`src/rtl/kmce_pkg.sv`:
```
// Package for the k-means cluster engine: sizes, op codes, state types.
// No dependencies.
package kmce_pkg;
   localparam int MaxPoints   = 1024;
   localparam int MaxDims     = 8;
   localparam int MaxClusters = 16;
   localparam int PtIdxW      = $clog2(MaxPoints);
   localparam int ClIdxW      = $clog2(MaxClusters);
   localparam int CntW        = PtIdxW + 1;
   localparam int SumW        = 16 + CntW;
   localparam int DistW       = 2 * 17 + 3;
   localparam int DimW        = $clog2(MaxDims);

   typedef logic signed [15:0] coord_type;
   typedef coord_type [MaxDims-1:0] vec_type;

   typedef enum logic [1:0] {
      OP_LOAD_POINT = 2'd0,
      OP_LOAD_CENT  = 2'd1,
      OP_RUN        = 2'd2,
      OP_QUERY      = 2'd3
   } op_type;

   typedef enum logic [1:0] {
      CSR_DIMS  = 2'd0,
      CSR_NPTS  = 2'd1,
      CSR_NCLS  = 2'd2,
      CSR_ITERS = 2'd3
   } csr_type;

   typedef enum logic [3:0] {
      ST_IDLE, ST_CLEAR, ST_FETCH, ST_SCAN, ST_ACCUM, ST_DIV,
      ST_EMIT, ST_QRD, ST_QOUT
   } state_type;
endpackage

```
`src/rtl/kmce_div.sv`:
```
// Restoring divider: signed sum over unsigned count, truncated toward zero.
// Uses kmce_pkg.
module kmce_div import kmce_pkg::*; (
   input  logic                   clock,
   input  logic                   reset,
   input  logic                   start,
   input  logic signed [SumW-1:0] dividend,
   input  logic [CntW-1:0]        divisor,
   output logic                   done,
   output coord_type              quotient
);
   logic [SumW-1:0]  rem_ff, rem_in, quo_ff, quo_in;
   logic [CntW-1:0]  den_ff, den_in;
   logic             neg_ff, neg_in, busy_ff, busy_in, done_ff, done_in;
   logic [$clog2(SumW+1)-1:0] cnt_ff, cnt_in;
   logic [SumW:0]    trial;
   logic [SumW-1:0]  qfix;

   // one quotient bit per cycle
   always_comb begin
      rem_in = rem_ff; quo_in = quo_ff; den_in = den_ff; neg_in = neg_ff;
      busy_in = busy_ff; cnt_in = cnt_ff; done_in = 1'b0;
      trial = {rem_ff, quo_ff[SumW-1]} - {{(SumW+1-CntW){1'b0}}, den_ff};
      if (start) begin
         neg_in  = dividend[SumW-1];
         quo_in  = dividend[SumW-1] ? SumW'(-dividend) : SumW'(dividend);
         rem_in  = '0;
         den_in  = divisor;
         cnt_in  = '0;
         busy_in = 1'b1;
      end else if (busy_ff) begin
         if (!trial[SumW]) rem_in = trial[SumW-1:0];
         else rem_in = {rem_ff[SumW-2:0], quo_ff[SumW-1]};
         quo_in = {quo_ff[SumW-2:0], ~trial[SumW]};
         cnt_in = cnt_ff + 1'b1;
         if (cnt_ff == ($clog2(SumW+1))'(SumW-1)) begin
            busy_in = 1'b0;
            done_in = 1'b1;
         end
      end
   end

   always_ff @(posedge clock) begin
      if (reset) begin
         busy_ff <= 1'b0; done_ff <= 1'b0;
      end else begin
         busy_ff <= busy_in; done_ff <= done_in;
      end
      rem_ff <= rem_in; quo_ff <= quo_in; den_ff <= den_in;
      neg_ff <= neg_in; cnt_ff <= cnt_in;
   end

   assign qfix     = neg_ff ? (~quo_ff + 1'b1) : quo_ff;
   assign quotient = qfix[15:0];
   assign done     = done_ff;
endmodule

```
`config.mk`:
```
export PLATFORM = sky130hd
export DESIGN_NAME = kmce_div
export DESIGN_NICKNAME = d
export VERILOG_FILES = /design/src/rtl/kmce_pkg.sv /design/src/rtl/kmce_div.sv
export SDC_FILE = /design/constraint.sdc
export NUM_CORES = 1
export LEC_CHECK = 0
export BUFFER_PORTS_ARGS = -buffer_cell sky130_fd_sc_hd__buf_2
export CORE_MARGIN = 1
export CORE_UTILIZATION = 54
export CTS_CLUSTER_SIZE = 24
export DETAILED_ROUTE_END_ITERATION = 10
export PLACE_DENSITY = 0.78
export SYNTH_ARGS = -nofsm -noshare
export SYNTH_HDL_FRONTEND = slang
export SYNTH_SLANG_ARGS = --single-unit
```
`constraint.sdc`:
```
create_clock -name clock -period 5.9 [get_ports clock]
set_input_delay 0.295 -clock clock [delete_from_list [all_inputs] [get_ports clock]]
set_output_delay 0.295 -clock clock [all_outputs]
set_load 0.1 [all_outputs]
```
==> results of run 1 <==
==> synth_stat cells (3+ instances only) <==
cell and number:
dfxtp_1 34, nand3_1 6, or3_1 6, nor2_1 69, nand2b_1 5, o21a_1 6, o311ai_0 3, o31ai_1 12
or4_1 10, nor4_1 7, nand2_1 42, inv_1 26, o21ai_0 25, clkbuf_1 20, a21o_1 4, edfxtp_1 39
xnor2_1 25, and4_1 4, nor3_1 20, o41ai_1 6, ha_1 15, a31oi_1 3, buf_1 3, nand4_1 5
a311oi_1 7, a21oi_1 36, o31a_1 3, a211oi_1 14, xor2_1 30
==> metrics by stage <==
step / total power, mW / setup WS (ns)
final: 1.63 / 2.35
after global placement: 1.21 / 2.83
after global routing: 1.72 / 2.28
after floorplan: 1.11 / 2.69
after detailed placement: 1.22 / 2.67
after CTS: 1.64 / 2.34
==> cell type report <==
cell class | instances | area (sq um) | share of cell area
Clock inverter | 6 | 65.1 | 0.0126
Sequential cell | 73 | 1850 | 0.359
Timing Repair Buffer | 59 | 300 | 0.0582
Multi-Input combinational cell | 395 | 2570 | 0.497
Tap cell | 105 | 131 | 0.0254
Inverter | 26 | 97.6 | 0.0189
Clock buffer | 10 | 149 | 0.0288
==> worst max-delay path by stage <==
| stage | from | endpoint | slack [ns] |
|---|---|---|---|
| after global routing | quo_ff[0] | quotient[13] | 2.28 |
| after floorplan | quo_ff[0] | quotient[13] | 2.69 |
| after CTS | quo_ff[0] | quotient[13] | 2.34 |
| final | quo_ff[0] | quotient[13] | 2.35 |
| after detailed placement | den_ff[1] | rem_ff[24] | 2.67 |
| after global placement | quo_ff[0] | quotient[13] | 2.83 |
==> state kept, by name, indices dropped and copies added, names as in the netlist <==
signal / cells
busy_ff: 1
cnt_ff: 5
den_ff: 11
done: 1
neg_ff: 1
quo_ff: 27
rem_ff: 27
==> cells by family (layout without fill, tap and decap cells) <==
family | count (synthesis) | count (layout) | share of synthesized area
xor gates and xnor gates | 55 | 55 | 0.104
and+or+nand+nor | 188 | 188 | 0.204
adders and majority gates | 16 | 16 | 0.0448
AOI/OAI and AO/OA | 133 | 133 | 0.194
buffers and inverters | 53 | 101 | 0.0472
muxes | 3 | 3 | 0.00674
DFF | 73 | 73 | 0.399
==> power by group <==
| group | total [mW] | internal [mW] | switching (mW) |
|---|---|---|---|
| Combinational | 0.564 | 0.177 | 0.387 |
| Clock | 0.414 | 0.221 | 0.194 |
| Sequential | 0.652 | 0.596 | 0.0563 |
==> metal layers <==
| layer | share of wire | GRT usage | vias to the layer above |
|---|---|---|---|
| met5 | 0 | 0 | - |
| met4 | 0.029 | 0.135 | 0 |
| met3 | 0.041 | 0.0354 | 31 |
| met2 | 0.47 | 0.390 | 137 |
| met1 | 0.46 | 0.317 | 1843 |
| li1 | - | - | 1991 |
==> flow_summary.rst, run 1 <==
.. list-table::
   :header-rows: 1

   * - Metric
     - Value
   * - Final cell count without fillers
     - 674
   * - Worst-Skew Late Latency
     - approximately 0.35 ns
   * - Final core utilization
     - 0.625
   * - Worst-path fanout max
     - 4
   * - Worst R2R Setup Slack
     - 2.60 ns
   * - Rows
     - 33
   * - Number of cells on the critical path
     - 6
   * - Detailed placer's ending HPWL
     - just over 7 mm
   * - Placement-stage cell area
     - ~4900 sq um
   * - Number of vias after detailed routing
     - between 4000 and 5000
   * - Most frequent cells in the layout
     - 69 x nor2_1, 57 x buf_2, 42 x nand2_1, 39 x edfxtp_1, 36 x a21oi_1
   * - Final critical-path required period
     - between 3 and 4 ns
   * - Total Nets Final
     - about 620
   * - Cells taking the most area after synthesis
     - edfxtp_1 25%, dfxtp_1 15%, xor2_1 5.7%, nor2_1 5.6%, xnor2_1 4.7%
   * - Sequential cell area fraction in the yosys report
     - 0.399
   * - Number of standard cells after synthesis
     - 521
   * - Post-route antenna net violation count
     - 0
   * - Result of the run
     - completed
   * - Setup crit start kind
     - register
   * - Vias per inst
     - ~5.9
   * - All-Layer GR Usage
     - 0.244
   * - Initial DRC Count
     - between 200 and 300
   * - Count of final max-slew check failures
     - 0
   * - Count of cells resized by post-cts repair
     - 0
   * - Family of cells with the greatest summed delay on the critical path
     - simple AND/OR/NAND/NOR gates
   * - CP peak stage delay
     - 0.52 ns
   * - RR Endpoint
     - rem_ff[1]
   * - Post-synthesis cell area
     - between 4000 and 5000 sq um
   * - Transition time at the pin with the least slew margin
     - approximately 1.0 ns
   * - Type of the setup path with the least slack
     - register to primary output
   * - Worst endpoint data arrival time
     - 3.26 ns
   * - Maximum capacitance violations
     - 0
   * - Routability Congestion
     - around 0.9
   * - Number of levels in the clock H-tree
     - 3
   * - Largest area contributor in the netlist
     - edfxtp_1
   * - Ant diodes
     - 0
   * - Synthesis warning total
     - 0
   * - CTS tree
     - yes
   * - Hold bufs inserted after CTS
     - 0
   * - Post-CTS setup repair buffer count
     - 0
   * - Launch instance of the worst min-delay path
     - divisor[9]
   * - Via count of the first global-routing pass
     - approximately 3800
   * - Worst VDD drop
     - approximately 150 uV
   * - Clock buffer depth
     - 2
   * - Share of synthesized flip-flops with an asynchronous set or reset
     - 0
   * - First-pass GRT wire length
     - about 17 mm
   * - Root buffer cell
     - clkbuf_8
   * - Required time at the worst-slack endpoint
     - about 5.6 ns
   * - Hold path depth
     - 1
   * - Filler Cell Count
     - 680
   * - #FFs+latches synth
     - 73
   * - Starting utilization of the core area
     - 0.562
   * - Final instance area
     - roughly 5200 sq um
   * - Floorplan die area
     - between 8000 and 9000 sq um
   * - Count of buffers from port buffering
     - 57
   * - Chip width
     - around 95 um
   * - Most common cell after layout, fill and taps aside
     - nor2_1
   * - Slew headroom
     - 0.306
   * - Count of unique library cells instantiated by Yosys
     - 59
   * - Unrepaired setup endpoints after global routing
     - no
   * - Die Y-Extent
     - between 90 and 100 um
   * - Slowest-stage cell, CP
     - or3b_2
   * - Classification of the worst-slack hold path
     - input port to register
   * - Buffers & Inverters on Critical Path
     - 1
   * - Share of layout cells above drive strength 1
     - 0.149
   * - Final routed DRC violation total
     - 0
   * - Largest net degree at the start of global routing
     - 94
   * - Hold slack
     - ~0.12 ns
   * - List of cells traversed by the critical path
     - or3_1 > or3b_2 > or4_1 > o41ai_1 > xnor2_1 > buf_2
   * - Area Overhead vs Synth
     - 11.3%
   * - Most instantiated flip-flop cell in the synthesis netlist
     - edfxtp_1
   * - Launch point of the worst reg-to-reg path
     - den_ff[1]
   * - Global route overflow
     - 0
   * - Fin Setup TNS
     - 0 ns
   * - Cell total after placement
     - roughly 660
   * - Clock sink count
     - 73
   * - Fraction of post-synthesis cell area in the top cell type by area
     - 0.252
   * - Post-route clock skew
     - 0.00849 ns
   * - Hold EP
     - den_ff[9]
   * - Static leakage
     - around 2.1 nW
   * - Standard cell core area
     - slightly above 8000 sq um
   * - Detailed Routing Iterations Pass 1
     - 5
   * - Setup violations, final
     - 0
   * - Number of buffers added by the clock tree synthesis step
     - 9
   * - WL/cell
     - roughly 15 um
   * - Final critical-path share of the clock period
     - 0.602
   * - Post-synth EDFFs
     - 39
   * - Antenna violations before repair
     - 0
   * - Count of boundary I/O pins
     - 58
   * - Worst reg-to-reg path cell count
     - 9
   * - Hold Vio Cnt, Final
     - 0
   * - Clock transition time at the flip-flop clock pins of the worst setup and hold paths
     - roughly 0.080 ns
   * - CP Capture Type
     - primary output
   * - Net Count, Synth
     - just under 600
   * - Ratio of total power to cell area
     - between 300 and 400 nW/um^2
   * - Total Wirelength
     - 10.1 mm
   * - FMAX
     - 281 MHz
   * - Mean instance size in the synthesized netlist
     - 8.90 sq um
Note: power is estimated with default switching activity, not from simulation.
==> inputs of run 2 (changes only) <==
==> constraint.sdc (replaced) <==
create_clock -name clock -period 3.6 [get_ports clock]
set_input_delay 0.18 -clock clock [delete_from_list [all_inputs] [get_ports clock]]
set_output_delay 0.18 -clock clock [all_outputs]
set_load 0.1 [all_outputs]
==> run 2 against run 1 <==
Count of clock-buffer cells in the layout up 2. Final area grew 1.6%. Via count grew 0.42%. Register-to-register slack worse by 2.2 ns. Clock skew is 0.0053 ns higher. Sequential power increased by 64%. Die area is the same. Critical path type unchanged. Largest cell class unchanged. Highest routed layer unchanged.
==> flow_summary.rst, run 2 (synthesis results as in run 1) <==
.. list-table::
   :header-rows: 1

   * - Metric
     - Value
   * - Transition time at the pin with the least slew margin
     - 1.02 ns (-0.0233 ns)
   * - Number of vias after detailed routing
     - 4019 (+0.42%)
   * - FMAX
     - approximately 300 MHz
   * - Area Overhead vs Synth
     - 13.1%
   * - Hold Vio Cnt, Final
     - 0 (unchanged)
   * - Count of final max-slew check failures
     - 0 (unchanged)
   * - Ratio of total power to cell area
     - 488 nW/um^2 (+54%)
   * - Startpoint of the worst setup timing path
     - quo_ff[0]
   * - Post-route clock skew
     - 0.0138 ns (+0.00535 ns)
   * - Type of the setup path with the least slack
     - register to primary output
   * - Detailed placer's ending HPWL
     - 7.07 mm (-0.24%)
   * - Via count of the first global-routing pass
     - 3750 (-0.61%)
   * - Worst endpoint data arrival time
     - 3.20 ns (-0.06 ns)
   * - Static leakage
     - 2.09 nW (+1.7%)
   * - Slew headroom
     - 0.322 (+0.0156)
   * - Rows
     - 33 (unchanged)
   * - Unrepaired setup endpoints after global routing
     - no
   * - Total Wirelength
     - 10.2 mm (+0.77%)
   * - Final routed DRC violation total
     - 0 (unchanged)
   * - Launch point of the worst reg-to-reg path
     - den_ff[6]
   * - Cell Int Power
     - 1.53 mW (+54%)
   * - Standard cell core area
     - 8260 sq um (unchanged)
   * - Clock share of power
     - 0.217 (-0.037)
   * - Share of power burned in registers
     - 0.417 (+0.017)
   * - Routability Congestion
     - 0.943 (+5.8%)
   * - Setup crit start kind
     - register
   * - Maximum capacitance violations
     - 0 (unchanged)
   * - Result of the run
     - completed
   * - Clock buffer depth
     - 2 (unchanged)
   * - Most frequent cells in the layout
     - 69 x nor2_1, 57 x buf_2, 42 x nand2_1, 39 x edfxtp_1, 36 x a21oi_1
   * - Chip width
     - 94.7 um (unchanged)
   * - Fin Setup TNS
     - 0 ns (unchanged)
   * - Vias per inst
     - 5.83 (-1.8%)
   * - Worst VDD drop
     - 275 uV (+81%)
   * - Count of boundary I/O pins
     - 58 (unchanged)
   * - CP peak stage delay
     - 0.52 ns (about the same)
   * - Root buffer cell
     - clkbuf_8
   * - Setup violations, final
     - 0 (unchanged)
   * - Switching part of the total
     - 0.403 (+0.0130)
   * - Die Y-Extent
     - 94.7 um (unchanged)
   * - Detailed Routing Iterations Pass 1
     - 5 (unchanged)
   * - Total Nets Final
     - 636 (+2.4%)
   * - Number of levels in the clock H-tree
     - 3 (unchanged)
   * - Clock transition time at the flip-flop clock pins of the worst setup and hold paths
     - 0.07 ns (about the same)
   * - Largest net degree at the start of global routing
     - 79 (-16%)
   * - Global route overflow
     - 0 (unchanged)
   * - WL/cell
     - 14.8 um (-1.4%)
   * - Power Total
     - 2.56 mW (+57%)
   * - CTS tree
     - yes
   * - Clock sink count
     - 73 (unchanged)
   * - First-pass GRT wire length
     - 17.1 mm (-1.1%)
   * - Slowest-stage cell, CP
     - or3b_2
   * - All-Layer GR Usage
     - 0.244 (about the same)
   * - Classification of the worst-slack hold path
     - input port to register
   * - Share of power burned in combinational logic
     - 0.366 (+0.020)
   * - Final critical-path required period
     - around 3.4 ns
   * - Count of buffers from port buffering
     - 57 (unchanged)
   * - Share of layout cells above drive strength 1
     - 0.144 (-0.00555)
   * - Required time at the worst-slack endpoint
     - 3.42 ns (-2.19 ns)
   * - Starting utilization of the core area
     - 0.562 (unchanged)
   * - Registers with the most flip-flops
     - quo_ff: 27 flops, rem_ff: 27 flops, den_ff: 11 flops
   * - Initial DRC Count
     - 265 (+0.38%)
   * - Worst-Skew Late Latency
     - 0.36 ns (about the same)
   * - Launch instance of the worst min-delay path
     - dividend[0]
   * - Net switching power figure
     - 1.03 mW (+62%)
   * - Antenna violations before repair
     - 0 (unchanged)
   * - Post-route antenna net violation count
     - 0 (unchanged)
   * - CP Capture Type
     - primary output
   * - Floorplan die area
     - 8970 sq um (unchanged)
   * - Ant diodes
     - 0 (unchanged)
   * - Worst-path fanout max
     - 4 (unchanged)
   * - List of cells traversed by the critical path
     - or3_1 > or3b_2 > or4_1 > o41ai_1 > xnor2_1 > buf_2
   * - Number of buffers added by the clock tree synthesis step
     - 9 (unchanged)
   * - Final critical-path share of the clock period
     - 0.938
   * - Most common cell after layout, fill and taps aside
     - nor2_1
run 2: repair_timing:
| item | 4_1_cts | 5_1_grt |
|---|---|---|
| setup buffers | 0 | 0 |
| hold buffers | 11 | 1 |
| gates resized for setup | 0 | 0 |
| hold endpoints to repair | 12 | 1 |
run 2: final timing paths:
check | slack, ns | depth (start not counted) | end
max reg2reg | 0.40 | 9 | rem_ff[24]
max | 0.22 | 6 | quotient[13]
min reg2reg | 0.49 | 2 | rem_ff[7]
min | 0.16 | 3 | quo_ff[0]
run 2: critical path, delay by kind of cell (launching register included):
kind | cells | cell delay, ns
AND/OR/NAND/NOR | 3 | 1.45
buffers and inverters | 1 | 0.44
flip-flops | 1 | 0.46
AO/OA/AOI/OAI | 1 | 0.34
XOR/XNOR | 1 | 0.15
run 2: final cells by class:
| type | count | area [sq um] |
|---|---|---|
| Sequential cell | 73 | 1850 |
| Clock buffer | 12 | 135 |
| Tap cell | 105 | 131 |
| Inverter | 26 | 97.6 |
| Timing Repair Buffer | 74 | 443 |
| Fill cell | 712 | 3010 |
| Clock inverter | 4 | 21.3 |
| Multi-Input combinational cell | 395 | 2570 |
run 2: power groups by stage:
stage / clock [mW] / sequential, mW / combinational [mW]
after floorplan: 0 / 1.06 / 0.765
after CTS: 0.559 / 1.06 / 0.933
final: 0.554 / 1.07 / 0.938
after detailed placement: 0 / 1.08 / 0.919
after global routing: 0.596 / 1.08 / 1.02
after global placement: 0 / 1.08 / 0.902
run 2: through the flow:
| step | instance area, sq um | setup slack, ns | utilization | std cells | hold slack (ns) |
|---|---|---|---|---|---|
| after floorplan | 4640 | 0.507 | - | 521 | 0.252 |
| after global placement | 4970 | 0.571 | 0.602 | 661 | 0.357 |
| after detailed placement | 4970 | 0.448 | 0.602 | 661 | 0.358 |
| after CTS | 5240 | 0.223 | 0.634 | 688 | 0.00186 |
| after global routing | 5250 | 0.101 | 0.636 | 689 | 0.164 |
| final | 5250 | 0.224 | 0.636 | 689 | 0.160 |
run 2: layer usage:
layer	vias up	global-route usage	part of all wire
li1	2025	-	-
met1	1861	0.326	0.46
met2	120	0.389	0.48
met3	13	0.0467	0.046
met4	0	0.0997	0.017
met5	-	0	0
==> inputs of run 3 (changes only) <==
--- a/config.mk
+++ b/config.mk
@@ -5,7 +5,7 @@
 export SDC_FILE = /design/constraint.sdc
 export NUM_CORES = 1
 export LEC_CHECK = 0
-export BUFFER_PORTS_ARGS = -buffer_cell sky130_fd_sc_hd__buf_2
+export BUFFER_PORTS_ARGS = -buffer_cell sky130_fd_sc_hd__clkbuf_2
 export CORE_MARGIN = 1
 export CORE_UTILIZATION = 54
 export CTS_CLUSTER_SIZE = 24
==> run 3 against run 2 <==
Register-to-register slack worse by 0.07 ns. Fmax down 1.3%. Setup slack worse by 0.046 ns. Total power up 3.5%. Sequential share of layout area down 0.36 points. Via count up 2.3%. Final cell count up 0.44%. Worst hold slack better by 0.0021 ns.
==> flow_summary.rst, run 3 (synthesis results as in run 1) <==
.. list-table::
   :header-rows: 1

   * - Metric
     - Value
   * - Post-CTS setup repair buffer count
     - 0 (unchanged)
   * - First-pass GRT wire length
     - 17.8 mm (+4.4%)
   * - Vias per inst
     - 5.94 (+1.9%)
   * - CTS tree
     - yes
   * - Switching part of the total
     - 0.396 (-0.00790)
   * - Final core utilization
     - 0.642 (+0.00652)
   * - Floorplan die area
     - 8970 sq um (unchanged)
   * - Count of boundary I/O pins
     - 58 (unchanged)
   * - Worst-path fanout max
     - 4 (unchanged)
   * - Setup violations, final
     - 0 (unchanged)
   * - Number of buffers added by the clock tree synthesis step
     - 9 (unchanged)
   * - Classification of the worst-slack hold path
     - input port to register
   * - Total Nets Final
     - 639 (+0.47%)
   * - Antenna violations before repair
     - 0 (unchanged)
   * - CP Capture Type
     - primary output
   * - Fin Setup TNS
     - 0 ns (unchanged)
   * - Worst-Skew Late Latency
     - 0.35 ns (about the same)
   * - WL/cell
     - 15.3 um (+3.0%)
   * - Routability Congestion
     - 0.934 (-0.91%)
   * - Count of cells resized by post-cts repair
     - 0 (unchanged)
   * - Power Total
     - 2.65 mW (+3.5%)
   * - Initial DRC Count
     - 247 (-6.8%)
   * - Worst reg-to-reg path cell count
     - 9 (unchanged)
   * - Number of levels in the clock H-tree
     - 3 (unchanged)
   * - FMAX
     - 292 MHz (-1.3%)
   * - Hold bufs inserted after CTS
     - 12 (+1)
   * - Most frequent cells in the layout
     - 69 x nor2_1, 56 x clkbuf_2, 42 x nand2_1, 39 x edfxtp_1, 36 x a21oi_1
   * - Count of buffers from port buffering
     - 57 (unchanged)
   * - Cell Int Power
     - 1.60 mW (+4.9%)
   * - Post-route antenna net violation count
     - 0 (unchanged)
   * - Slew headroom
     - 0.497 (+0.176)
   * - Maximum capacitance violations
     - 0 (unchanged)
   * - Worst VDD drop
     - 318 uV (+16%)
   * - Chip width
     - 94.7 um (unchanged)
   * - Share of power burned in registers
     - 0.404 (-0.013)
   * - Clock share of power
     - 0.239 (+0.022)
   * - Required time at the worst-slack endpoint
     - 3.42 ns (about the same)
   * - Static leakage
     - 2.14 nW (+2.0%)
   * - Detailed placer's ending HPWL
     - 7.39 mm (+4.6%)
   * - Net switching power figure
     - 1.05 mW (+1.5%)
   * - Number of cells on the critical path
     - 6 (unchanged)
   * - Final routed DRC violation total
     - 0 (unchanged)
   * - Die Y-Extent
     - 94.7 um (unchanged)
   * - Registers with the most flip-flops
     - quo_ff: 27 flops, rem_ff: 27 flops, den_ff: 11 flops
   * - RR Endpoint
     - rem_ff[24]
   * - Unrepaired setup endpoints after global routing
     - no
   * - Root buffer cell
     - clkbuf_8
   * - Worst R2R Setup Slack
     - 0.33 ns (-0.07 ns)
   * - Slowest-stage cell, CP
     - or3b_2
   * - Global route overflow
     - 0 (unchanged)
   * - Worst endpoint data arrival time
     - 3.24 ns (+0.04 ns)
   * - Share of layout cells above drive strength 1
     - 0.152 (+0.00778)
   * - Ratio of total power to cell area
     - 499 nW/um^2 (+2.4%)
   * - Area Overhead vs Synth
     - 14.3%
   * - Largest net degree at the start of global routing
     - 60 (-24%)
   * - Last element of the critical path
     - quotient[13]
   * - Ant diodes
     - 0 (unchanged)
   * - List of cells traversed by the critical path
     - or3_1 > or3b_2 > or4_1 > o41ai_1 > xnor2_1 > clkbuf_2
   * - Starting utilization of the core area
     - 0.562 (unchanged)
   * - Clock sink count
     - 73 (unchanged)
   * - Type of the setup path with the least slack
     - register to primary output
   * - CP peak stage delay
     - 0.52 ns (about the same)
   * - Placement-stage cell area
     - 4990 sq um (+0.45%)
   * - Standard cell core area
     - 8260 sq um (unchanged)
   * - Most common cell after layout, fill and taps aside
     - nor2_1
   * - Startpoint of the worst setup timing path
     - quo_ff[0]
   * - Transition time at the pin with the least slew margin
     - 0.751 ns (-0.265 ns)
   * - Buffers & Inverters on Critical Path
     - 1 (unchanged)
   * - Result of the run
     - completed
   * - Total Wirelength
     - 10.6 mm (+3.4%)
   * - Detailed Routing Iterations Pass 1
     - 5 (unchanged)
   * - Count of final max-slew check failures
     - 0 (unchanged)
   * - Final critical-path share of the clock period
     - 0.950 (+0.0128)
   * - Post-route clock skew
     - 0.0113 ns (-0.00253 ns)
   * - Final critical-path required period
     - 3.42 ns (+0.0461 ns)
   * - Share of power burned in combinational logic
     - 0.357 (-0.009)
   * - Via count of the first global-routing pass
     - 3911 (+4.3%)
   * - All-Layer GR Usage
     - 0.254 (+0.00943)
   * - Final cell count without fillers
     - 692 (+0.44%)
   * - Number of vias after detailed routing
     - 4112 (+2.3%)
   * - Rows
     - 33 (unchanged)
   * - Launch point of the worst reg-to-reg path
     - den_ff[6]
   * - Cell total after placement
     - 664 (+0.45%)
   * - Clock buffer depth
     - 2 (unchanged)
   * - Family of cells with the greatest summed delay on the critical path
     - simple AND/OR/NAND/NOR gates
   * - Hold Vio Cnt, Final
     - 0 (unchanged)
   * - Final instance area
     - 5300 sq um (+1.0%)
   * - Setup crit start kind
     - register
   * - Clock transition time at the flip-flop clock pins of the worst setup and hold paths
     - 0.07 ns (about the same)
[run 3: worst min-delay path by stage]
stage / to / start / slack, ns / cells past startpoint
floorplan: busy_ff / reset / 0.25 / 1
global placement: den_ff[0] / divisor[0] / 0.36 / 1
detailed placement: den_ff[7] / divisor[7] / 0.36 / 1
CTS: quo_ff[0] / dividend[0] / 0.15 / 3
global route: quo_ff[0] / dividend[0] / 0.19 / 3
finish: quo_ff[0] / dividend[0] / 0.16 / 3
[run 3: area by class of cell]
class,count,area (sq um)
flip-flops and latches,73,1850
multi-input cells,395,2570
clock buffers,11,131
clock inverters,5,56.3
repair buffers,77,465
inverters,26,97.6
fillers,705,2960
well taps,105,131
[run 3: tightest hold or removal path: stages]
cell      delay (ns)
clkbuf_2        0.11
nand2_1         0.05
o21ai_0         0.06
[run 3: layer usage]
layer / wire [um] / vias up / global-route usage / part of all wire
li1: - / 2032 / - / -
met4: 180 / 0 / 0.0985 / 0.017
met2: 5130 / 151 / 0.420 / 0.49
met1: 4650 / 1909 / 0.332 / 0.44
met3: 589 / 20 / 0.0403 / 0.056
met5: 0 / - / 0 / 0
[run 3: power groups by stage]
stage / Combinational [mW] / Clock (mW) / Sequential (mW)
2_1_floorplan: 0.765 / 0 / 1.06
3_3_place_gp: 0.903 / 0 / 1.08
3_5_place_dp: 0.925 / 0 / 1.09
4_1_cts: 0.941 / 0.642 / 1.07
5_1_grt: 1.03 / 0.671 / 1.08
6_report: 0.947 / 0.632 / 1.07
[run 3: metrics by stage]
| stage | setup slack [ns] | hold WS [ns] |
|---|---|---|
| after CTS | 0.174 | 0.154 |
| after global routing | 0.0358 | 0.191 |
| after global placement | 0.558 | 0.356 |
| after floorplan | 0.507 | 0.252 |
| final | 0.178 | 0.162 |
| after detailed placement | 0.399 | 0.359 |
